File: src/sv/pfba_pkg.sv
`timescale 1ns / 1ps
// pfba_pkg: shared types and constants for the page frame bitmap allocator.
// Used by pfba_ctrl, pfba_datapath and page_frame_bitmap_allocator_top.

package pfba_pkg;

    // request modes, carried on the slave tuser
    typedef enum logic [1:0] {
        MODE_ALLOC = 2'd0,
        MODE_FREE  = 2'd1,
        MODE_TEST  = 2'd2,
        MODE_MARK  = 2'd3
    } t_mode;

    // result status, carried on the master tuser
    typedef enum logic [1:0] {
        STAT_OK     = 2'd0,
        STAT_NOFREE = 2'd1,
        STAT_BEYOND = 2'd2
    } t_status;

    // how the datapath closes out a request
    typedef enum logic [1:0] {
        FIN_ALLOC_OK = 2'd0,
        FIN_FULL     = 2'd1,
        FIN_ACCESS   = 2'd2
    } t_fin_kind;

    localparam int          FC_W          = 13;
    localparam logic [12:0] FC_RESET      = 13'd4096;
    localparam int          APB_AW        = 3;
    localparam int          APB_DW        = 32;
    localparam int          REG_FRAME_CNT = 0;
    localparam int          WORD_BITS     = 32;

    // controller -> datapath
    typedef struct packed {
        logic      clr_step;
        logic      load;
        logic      rd_req;
        logic      scan_start;
        logic      scan_step;
        logic      finish;
        t_fin_kind fin_kind;
    } t_cmd;

    // datapath -> controller
    typedef struct packed {
        logic clr_last;
        logic count_zero;
        logic is_alloc;
        logic word_free;
        logic scan_last;
    } t_stat;

endpackage

File: src/sv/pfba_ctrl.sv
`timescale 1ns / 1ps
// pfba_ctrl: sequencing FSM for clear pass, scan and result handoff.
// Depends on pfba_pkg; drives pfba_datapath through t_cmd.

module pfba_ctrl (
    input  logic           i_clk,
    input  logic           i_rst_n,
    input  logic           i_s_tvalid,
    output logic           o_s_tready,
    input  logic           i_m_tready,
    output logic           o_m_tvalid,
    input  pfba_pkg::t_stat i_stat,
    output pfba_pkg::t_cmd  o_cmd
);

    typedef enum logic [4:0] {
        ST_CLEAR = 5'b00001,
        ST_IDLE  = 5'b00010,
        ST_PREP  = 5'b00100,
        ST_SCAN  = 5'b01000,
        ST_WAIT  = 5'b10000
    } t_state;

    t_state              r_state, n_state;
    pfba_pkg::t_fin_kind r_kind, n_kind;
    logic                r_out_valid, n_out_valid;
    logic                w_slot_free;

    assign w_slot_free = !r_out_valid || i_m_tready;
    assign o_m_tvalid  = r_out_valid;
    assign o_s_tready  = (r_state == ST_IDLE);

    always_comb begin
        n_state = r_state;
        n_kind  = r_kind;
        o_cmd   = '0;
        o_cmd.fin_kind = r_kind;
        unique case (r_state)
            ST_CLEAR: begin
                o_cmd.clr_step = 1'b1;
                if (i_stat.clr_last) n_state = ST_IDLE;
            end
            ST_IDLE: begin
                if (i_s_tvalid) begin
                    o_cmd.load = 1'b1;
                    n_state    = ST_PREP;
                end
            end
            ST_PREP: begin
                if (i_stat.is_alloc) begin
                    if (i_stat.count_zero) begin
                        n_kind  = pfba_pkg::FIN_FULL;
                        n_state = ST_WAIT;
                    end else begin
                        o_cmd.scan_start = 1'b1;
                        n_state          = ST_SCAN;
                    end
                end else begin
                    o_cmd.rd_req = 1'b1;
                    n_kind       = pfba_pkg::FIN_ACCESS;
                    n_state      = ST_WAIT;
                end
            end
            ST_SCAN: begin
                if (i_stat.word_free || i_stat.scan_last) begin
                    n_kind = i_stat.word_free ? pfba_pkg::FIN_ALLOC_OK : pfba_pkg::FIN_FULL;
                    o_cmd.fin_kind = n_kind;
                    if (w_slot_free) begin
                        o_cmd.finish = 1'b1;
                        n_state      = ST_IDLE;
                    end else begin
                        n_state = ST_WAIT;   // read data holds while parked
                    end
                end else begin
                    o_cmd.scan_step = 1'b1;
                end
            end
            ST_WAIT: begin
                if (w_slot_free) begin
                    o_cmd.finish = 1'b1;
                    n_state      = ST_IDLE;
                end
            end
            default: n_state = ST_CLEAR;
        endcase
    end

    always_comb begin
        n_out_valid = r_out_valid;
        if (o_cmd.finish)    n_out_valid = 1'b1;
        else if (i_m_tready) n_out_valid = 1'b0;
    end

    always_ff @(posedge i_clk) begin
        if (!i_rst_n) begin
            r_state     <= ST_CLEAR;
            r_kind      <= pfba_pkg::FIN_ACCESS;
            r_out_valid <= 1'b0;
        end else begin
            r_state     <= n_state;
            r_kind      <= n_kind;
            r_out_valid <= n_out_valid;
        end
    end

endmodule

File: config.mk
export PLATFORM = sky130hd
export DESIGN_NAME = pfba_ctrl
export DESIGN_NICKNAME = d
export VERILOG_FILES = /design/src/sv/pfba_pkg.sv /design/src/sv/pfba_ctrl.sv
export SDC_FILE = /design/constraint.sdc
export NUM_CORES = 1
export LEC_CHECK = 0
export ABC_AREA = 1
export BUFFER_PORTS_ARGS = -buffer_cell sky130_fd_sc_hd__clkbuf_2
export CAP_MARGIN = 20
export CELL_PAD_IN_SITES_DETAIL_PLACEMENT = 1
export CELL_PAD_IN_SITES_GLOBAL_PLACEMENT = 2
export CORE_MARGIN = 2
export CORE_UTILIZATION = 25
export CTS_BUF_LIST = sky130_fd_sc_hd__clkbuf_16
export DETAILED_ROUTE_END_ITERATION = 8
export PLACE_DENSITY = 0.89
export SLEW_MARGIN = 20
export SYNTH_ARGS = -nofsm -noshare
export SYNTH_HDL_FRONTEND = slang
export SYNTH_SLANG_ARGS = --single-unit
File: constraint.sdc
create_clock -name i_clk -period 2.4 [get_ports i_clk]
set_input_delay 0.12 -clock i_clk [delete_from_list [all_inputs] [get_ports i_clk]]
set_output_delay 0.12 -clock i_clk [all_outputs]
set_load 0.1 [all_outputs]
==> results of run 1 <==
layer usage:
| layer | vias to the layer above | GRT usage | wire [um] |
|---|---|---|---|
| met1 | 291 | 0.188 | 719 |
| met4 | 0 | 0.0417 | 10 |
| met5 | - | 0 | 0 |
| met3 | 2 | 0.0485 | 81 |
| li1 | 303 | - | - |
| met2 | 13 | 0.229 | 717 |
through the flow:
step	setup WS [ns]	utilization
6_report	0.567	0.362
3_3_place_gp	0.850	0.324
5_1_grt	0.392	0.362
3_5_place_dp	0.811	0.324
2_1_floorplan	0.00245	-
4_1_cts	0.558	0.362
cell families (layout without fill, tap and decap cells):
| group | after synthesis | in the layout | share of synthesized area |
|---|---|---|---|
| AND/OR/NAND/NOR | 42 | 42 | 0.426 |
| buffers and inverters | 18 | 38 | 0.136 |
| AO/OA/AOI/OAI | 12 | 12 | 0.133 |
| flip-flops | 8 | 8 | 0.305 |
cell usage in the layout, fill, tap and decap left out, drive strengths merged:
| cell type | n |
|---|---|
| nor3 | 1 |
| dfxtp | 8 |
| o21ai | 5 |
| nand2 | 10 |
| clkbuf | 21 |
| o21a | 1 |
| a21oi | 6 |
| nor2 | 17 |
| nand4 | 6 |
| inv | 17 |
| nand3 | 8 |
report_power, final:
part / leakage [uW] / internal (uW) / total, uW / switching [uW]
logic: 0.000258 / 36.9 / 166 / 129
clock network: 0.0000370 / 215 / 278 / 63.4
registers: 0.0000650 / 143 / 154 / 10.9
synth_stat cells (2+ instances only):
library cell	count
nand2_1	10
inv_2	2
nand4_1	6
nor2_2	4
o21ai_0	2
nor2_1	12
a21oi_1	4
dfxtp_1	8
inv_1	15
o21ai_1	3
a21oi_2	2
nand3_1	5
nand3_2	2
path summary, 6_finish.rpt:
check	start	end	slack, ns
max	r_state[1]$_SDFFE_PN0P_	o_cmd[2]	0.57
min	i_rst_n	r_kind[1]$_SDFFE_PN1P_	0.1
max reg2reg	r_state[1]$_SDFFE_PN0P_	r_kind[1]$_SDFFE_PN1P_	1.14
min reg2reg	r_kind[0]$_SDFFE_PN0P_	r_kind[0]$_SDFFE_PN0P_	0.47
state kept, by name (all words and copies together), names as in the netlist:
| signal | cells |
|---|---|
| r_kind | 2 |
| r_state | 5 |
| o_m_tvalid | 1 |
layout make-up:
| type | instances | area share |
|---|---|---|
| multi-input cells | 54 | 0.410 |
| well taps | 27 | 0.0471 |
| inverters | 17 | 0.0890 |
| repair buffers | 18 | 0.126 |
| clock buffers | 3 | 0.105 |
| flip-flops and latches | 8 | 0.223 |
worst max-delay path: stages (launching register included):
cell	delay (ns)
dfxtp_1	0.33
nor2_4	0.22
nand3_4	0.15
o21ai_1	0.18
inv_1	0.05
nor2_1	0.08
clkbuf_2	0.46
==> flow_summary_export.csv, run 1 <==
group,metric,value,unit
run_status,status,"completed",
finish,syn_to_final_growth,36.4,%
timing,rsz0062_at_grt,"no",
clocking,ctsResizeCount,0,
drt,antenna_left,0,
timing,fmax,0.546,GHz
pwr,power_leakage,0.000360,uW
clocking,cts_buffer_depth,2,
yosys,postSynthCellCount,80,
die,core,0.00198,sq mm
finish,regArea,160,sq um
timing,drv_slew,0,
clocking,worst_skew_pair.late_latency,0.23,ns
placed_design,placed_area,642,sq um
pwr,p_total,597,uW
timing,period_share,0.764,
finish,drive_above_1_share,0.330,
die,die_h,49.8,um
timing,period_minus_slack,1.83,ns
drt,drc,0,
yosys,synth_area_leaders,"dfxtp_1, inv_1, nor2_1",
worst_setup_path,cp_data_arrival_time,1.71,ns
timing,setup-tns-final,0,ns
placed_design,routabilityCongestion,0.821,
timing,final.setup_skew,0.000860,ns
clocking,cts_root_buf,"clkbuf_16",
global_routing,grt_pass1_wl,2720,um
flow_run,cap_violations,0,
worst_setup_path,worst_setup_path_start_kind,"flip-flop",
clocking,post_cts_buffers,0,
die,pin_count,19,
clocking,holdBufCountCts,0,
die,num_rows,16,
yosys,yosysSeqAreaShare,0.305,
die,start_util,0.265,
timing,hold_viol,0,
yosys,synth-edff-count,0,
yosys,ys_async_sr_fraction,0,
yosys,yosysTopAreaCell,"dfxtp_1",
finish,fin_nets,111,
clocking,cts_tree,"built",
yosys,syn_avg_cell_area,6.57,sq um
worst_setup_path,reg2regPathDepth,6,
finish,num-fill-cells,264,
clocking,htree_num_levels,1,
global_routing,overflow,0,
pwr,powerDensity,833,mW/mm^2
pwr,vdd_drop_max,0.449,mV
timing,holdWs,0.0969,ns
clocking,cts_sinks,8,
drt,drt-pass1-iter-count,2,
placed_design,io_buffers,18,
timing,setup_violations,0,
clocking,clkSlewWorstSetupHoldPaths,0.04,ns
drt,routed-via-count,609,
global_routing,grt_pass1_vias,605,
global_routing,antenna_found_initial,0,
global_routing,grtUsageTotal,0.145,
worst_setup_path,critPathCaptureType,"output port",
finish,fin_area,717,sq um
timing,tightestPinTransition,0.545,ns
finish,final_cells,127,
yosys,ys_types,18,
placed_design,dp.cells,124,
timing,slew_headroom,0.639,
drt,post_drt_wl_per_cell,12.0,um
die,die_w,49.8,um
die,dieArea,0.00248,sq mm
min_path,hold_path_depth,2,
drt,drt_iter0_markers,2,
yosys,synth_nets,89,
worst_setup_path,crit_type,"reg -> out",
worst_setup_path,worstPathRequired,2.28,ns
clocking,numCtsBuffers,3,
drt,wirelength,1530,um
yosys,ys.flop_type,"dfxtp_1",
worst_setup_path,cp_max_fo,9,
global_routing,grt_max_degree,10,
finish,multi_input_area,294,sq um
finish,antenna_cells_inserted,0,
min_path,min_path_type,"in -> reg",
placed_design,place_hpwl,1200,um
yosys,syn_area,526,sq um
yosys,synth_top_area_frac,0.305,
yosys,yosysWarnings,0,
yosys,synth-seq-cells,8,
drt,routed_via_density,4.80,
Power figures use the tool's default switching activity.
==> run 2: changes to the inputs <==
--- a/config.mk
+++ b/config.mk
@@ -5,16 +5,16 @@
 export SDC_FILE = /design/constraint.sdc
 export NUM_CORES = 1
 export LEC_CHECK = 0
-export ABC_AREA = 1
+export ABC_AREA = 0
 export BUFFER_PORTS_ARGS = -buffer_cell sky130_fd_sc_hd__clkbuf_2
 export CAP_MARGIN = 20
 export CELL_PAD_IN_SITES_DETAIL_PLACEMENT = 1
 export CELL_PAD_IN_SITES_GLOBAL_PLACEMENT = 2
 export CORE_MARGIN = 2
-export CORE_UTILIZATION = 25
+export CORE_UTILIZATION = 22
 export CTS_BUF_LIST = sky130_fd_sc_hd__clkbuf_16
 export DETAILED_ROUTE_END_ITERATION = 8
-export PLACE_DENSITY = 0.89
+export PLACE_DENSITY = 0.81
 export SLEW_MARGIN = 20
 export SYNTH_ARGS = -nofsm -noshare
 export SYNTH_HDL_FRONTEND = slang
==> constraint.sdc (replaced) <==
create_clock -name i_clk -period 1.6 [get_ports i_clk]
set_input_delay 0.08 -clock i_clk [delete_from_list [all_inputs] [get_ports i_clk]]
set_output_delay 0.08 -clock i_clk [all_outputs]
set_load 0.1 [all_outputs]
==> run 2 against run 1 <==
Compared with the run above:
- the run now ends with negative setup slack left
- combinational power grew to 4.7 times the previous value
- register-to-register slack worse by 1.2 ns
- utilization grew 13 points
- routed wire length grew 32%
- critical path type unchanged
- critical endpoint is now o_cmd[0]
==> flow_summary_export.csv, run 2 <==
group,metric,value,unit
finish,fin_nets,110,
min_path,min_path_type,"in -> reg",
worst_setup_path,r2r_end,"r_state[1]$_SDFFE_PN0P_",
clocking,cts_sinks,8,
timing,tightestPinTransition,0.538,ns
die,pin_count,19,
yosys,syn_area,497,sq um
timing,rsz0062_at_grt,"yes",
min_path,hold_path_depth,2,
die,start_util,0.229,
drt,met3RoutedLength,91,um
finish,drive_above_1_share,0.646,
worst_setup_path,crit_type,"reg -> out",
yosys,yosysTopAreaCell,"dfxtp_1",
placed_design,io_buffers,18,
clocking,numCtsBuffers,3,
yosys,ys_types,26,
drt,drc,0,
clocking,cts_root_buf,"clkbuf_16",
die,die_w,51.5,um
pwr,vdd_drop_max,0.767,mV
yosys,synth-seq-cells,8,
drt,routed_via_density,4.94,
pwr,power_leakage,0.000447,uW
yosys,yosysSeqAreaShare,0.322,
clocking,clkSlewWorstSetupHoldPaths,0.04,ns
worst_setup_path,worst_setup_path_start_kind,"flip-flop",
placed_design,routabilityCongestion,0.767,
min_path,hold_end,"r_kind[1]$_SDFFE_PN1P_",
drt,drt-pass1-iter-count,4,
global_routing,grtUsageTotal,0.170,
yosys,ys.flop_type,"dfxtp_1",
yosys,synth_area_leaders,"dfxtp_1, a21oi_1, nand3_1",
drt,routed-via-count,628,
clocking,cts_tree,"built",
yosys,synth-edff-count,0,
yosys,synth_top_area_frac,0.322,
timing,holdWs,0.128,ns
timing,fmax,0.600,GHz
finish,largest_register_ff_count,5,
worst_setup_path,reg2regPathDepth,7,
timing,drv_slew,0,
drt,antenna_left,0,
timing,slew_headroom,0.643,
global_routing,grt_max_degree,10,
finish,final_util,0.491,
yosys,synth_nets,72,
die,dieArea,0.00265,sq mm
worst_setup_path,reg2reg_slack,-0.05,ns
finish,layout_common_cells,"buf_4, clkbuf_2, buf_12",
timing,period_share,1.04,
drt,highest_layer,"met4",
die,core,0.00217,sq mm
clocking,holdBufCountCts,0,
finish,fin_area,0.00106,sq mm
global_routing,antenna_found_initial,0,
yosys,yosysWarnings,0,
worst_setup_path,cp_data_arrival_time,1.59,ns
finish,largest_register,"r_state",
drt,drt_iter0_markers,7,
drt,wl_met2,1040,um
run_status,status,"finished with violations",
timing,hold_viol,0,
global_routing,grt_pass1_vias,687,
finish,syn_to_final_growth,114,%
worst_setup_path,worstPathRequired,1.52,ns
finish,antenna_cells_inserted,0,
yosys,synthTopCellsByCount,"dfxtp_1, a21oi_1, nand3_1, nor2_1",
timing,fin_ws,-0.0661,ns
yosys,yosysMostFrequentCell,"dfxtp_1",
clocking,worst_skew_pair.late_latency,0.23,ns
placed_design,placed_area,865,sq um
worst_setup_path,cp_max_fo,4,
timing,setup_violations,5,
clocking,cts_buffer_depth,2,
timing,final.setup_skew,0.00232,ns
clocking,htree_num_levels,1,
finish,mostFrequentLayoutCell,"buf_4",
worst_setup_path,critPathCaptureType,"output port",
pwr,powerDensity,1370,mW/mm^2
flow_run,cap_violations,0,
yosys,ys_async_sr_fraction,0,
placed_design,place_hpwl,1450,um
yosys,syn_avg_cell_area,7.88,sq um
global_routing,grt_pass1_wl,3310,um
drt,post_drt_wl_per_cell,15.9,um
placed_design,pre_cts_ws,-0.0153,ns
placed_design,dp.cells,118,
worst_setup_path,worstReg2RegStart,"r_state[4]$_SDFFE_PN0P_",
timing,period_minus_slack,1.67,ns
finish,final_cells,127,
die,die_h,51.5,um
run_status,violations,"negative setup slack",
yosys,postSynthCellCount,63,
global_routing,overflow,0,
drt,wirelength,2010,um
die,num_rows,17,
min_path,worstHoldStart,"i_rst_n",
drt,wl_met1,838,um
-- run 2: power breakdown --
part	switching (uW)	internal (uW)	total, uW
logic	453	331	784
clock network	101	323	424
registers	21.9	229	251
total	576	882	1460
-- run 2: final cells by class --
| cell class | instances | area (sq um) |
|---|---|---|
| fillers | 248 | 1100 |
| well taps | 28 | 35.0 |
| flip-flops and latches | 8 | 165 |
| repair buffers | 34 | 357 |
| multi-input cells | 51 | 418 |
| inverters | 3 | 15.0 |
| clock buffers | 3 | 75.1 |
-- run 2: worst max path at each step --
stage,from,to,slack (ns),cells after the start
finish,r_state[4]$_SDFFE_PN0P_,o_cmd[0],-0.07,7
CTS,r_state[3]$_SDFFE_PN0P_,r_state[1]$_SDFFE_PN0P_,-0.02,5
global placement,r_state[0]$_SDFFE_PN1P_,r_state[2]$_SDFFE_PN0P_,0.06,5
floorplan,r_state[0]$_SDFFE_PN1P_,o_cmd[7],-0.39,2
global route,r_state[4]$_SDFFE_PN0P_,r_state[1]$_SDFFE_PN0P_,-0.15,7
detailed placement,r_state[0]$_SDFFE_PN1P_,r_state[4]$_SDFFE_PN0P_,-0.02,5
-- run 2: kinds of logic after synthesis --
kind of cell	after synthesis	share of synthesized area
xor gates and xnor gates	1	0.0176
DFF	8	0.322
AOI/OAI and AO/OA	15	0.199
and+or+nand+nor	35	0.423
buffers and inverters	4	0.0378
-- run 2: stage by stage --
step / power (uW) / TNS (ns)
floorplan: 657 / -0.563
global placement: 902 / 0
detailed placement: 919 / -0.0155
CTS: 1410 / -0.0647
global route: 1520 / -0.886
finish: 1460 / -0.243
-- run 2: critical path, cell delays in order (launching register included) --
cell	delay (ns)
dfxtp_2	0.32
buf_6	0.12
buf_4	0.13
nor2b_4	0.15
and2_4	0.19
a21oi_4	0.06
a21oi_4	0.17
buf_12	0.20
-- run 2: layer usage --
layer,up-vias,GRT usage
li1,306,-
met1,298,0.201
met2,18,0.297
met3,6,0.0345
met4,0,0.0746
met5,-,0
-- run 2: repair_timing --
action | 4_1_cts | 5_1_grt
endpoints found under the setup margin | 10 | 10
setup buffers | 4 | 2
gates resized for setup | 12 | 11
pin swaps | 4 | 8
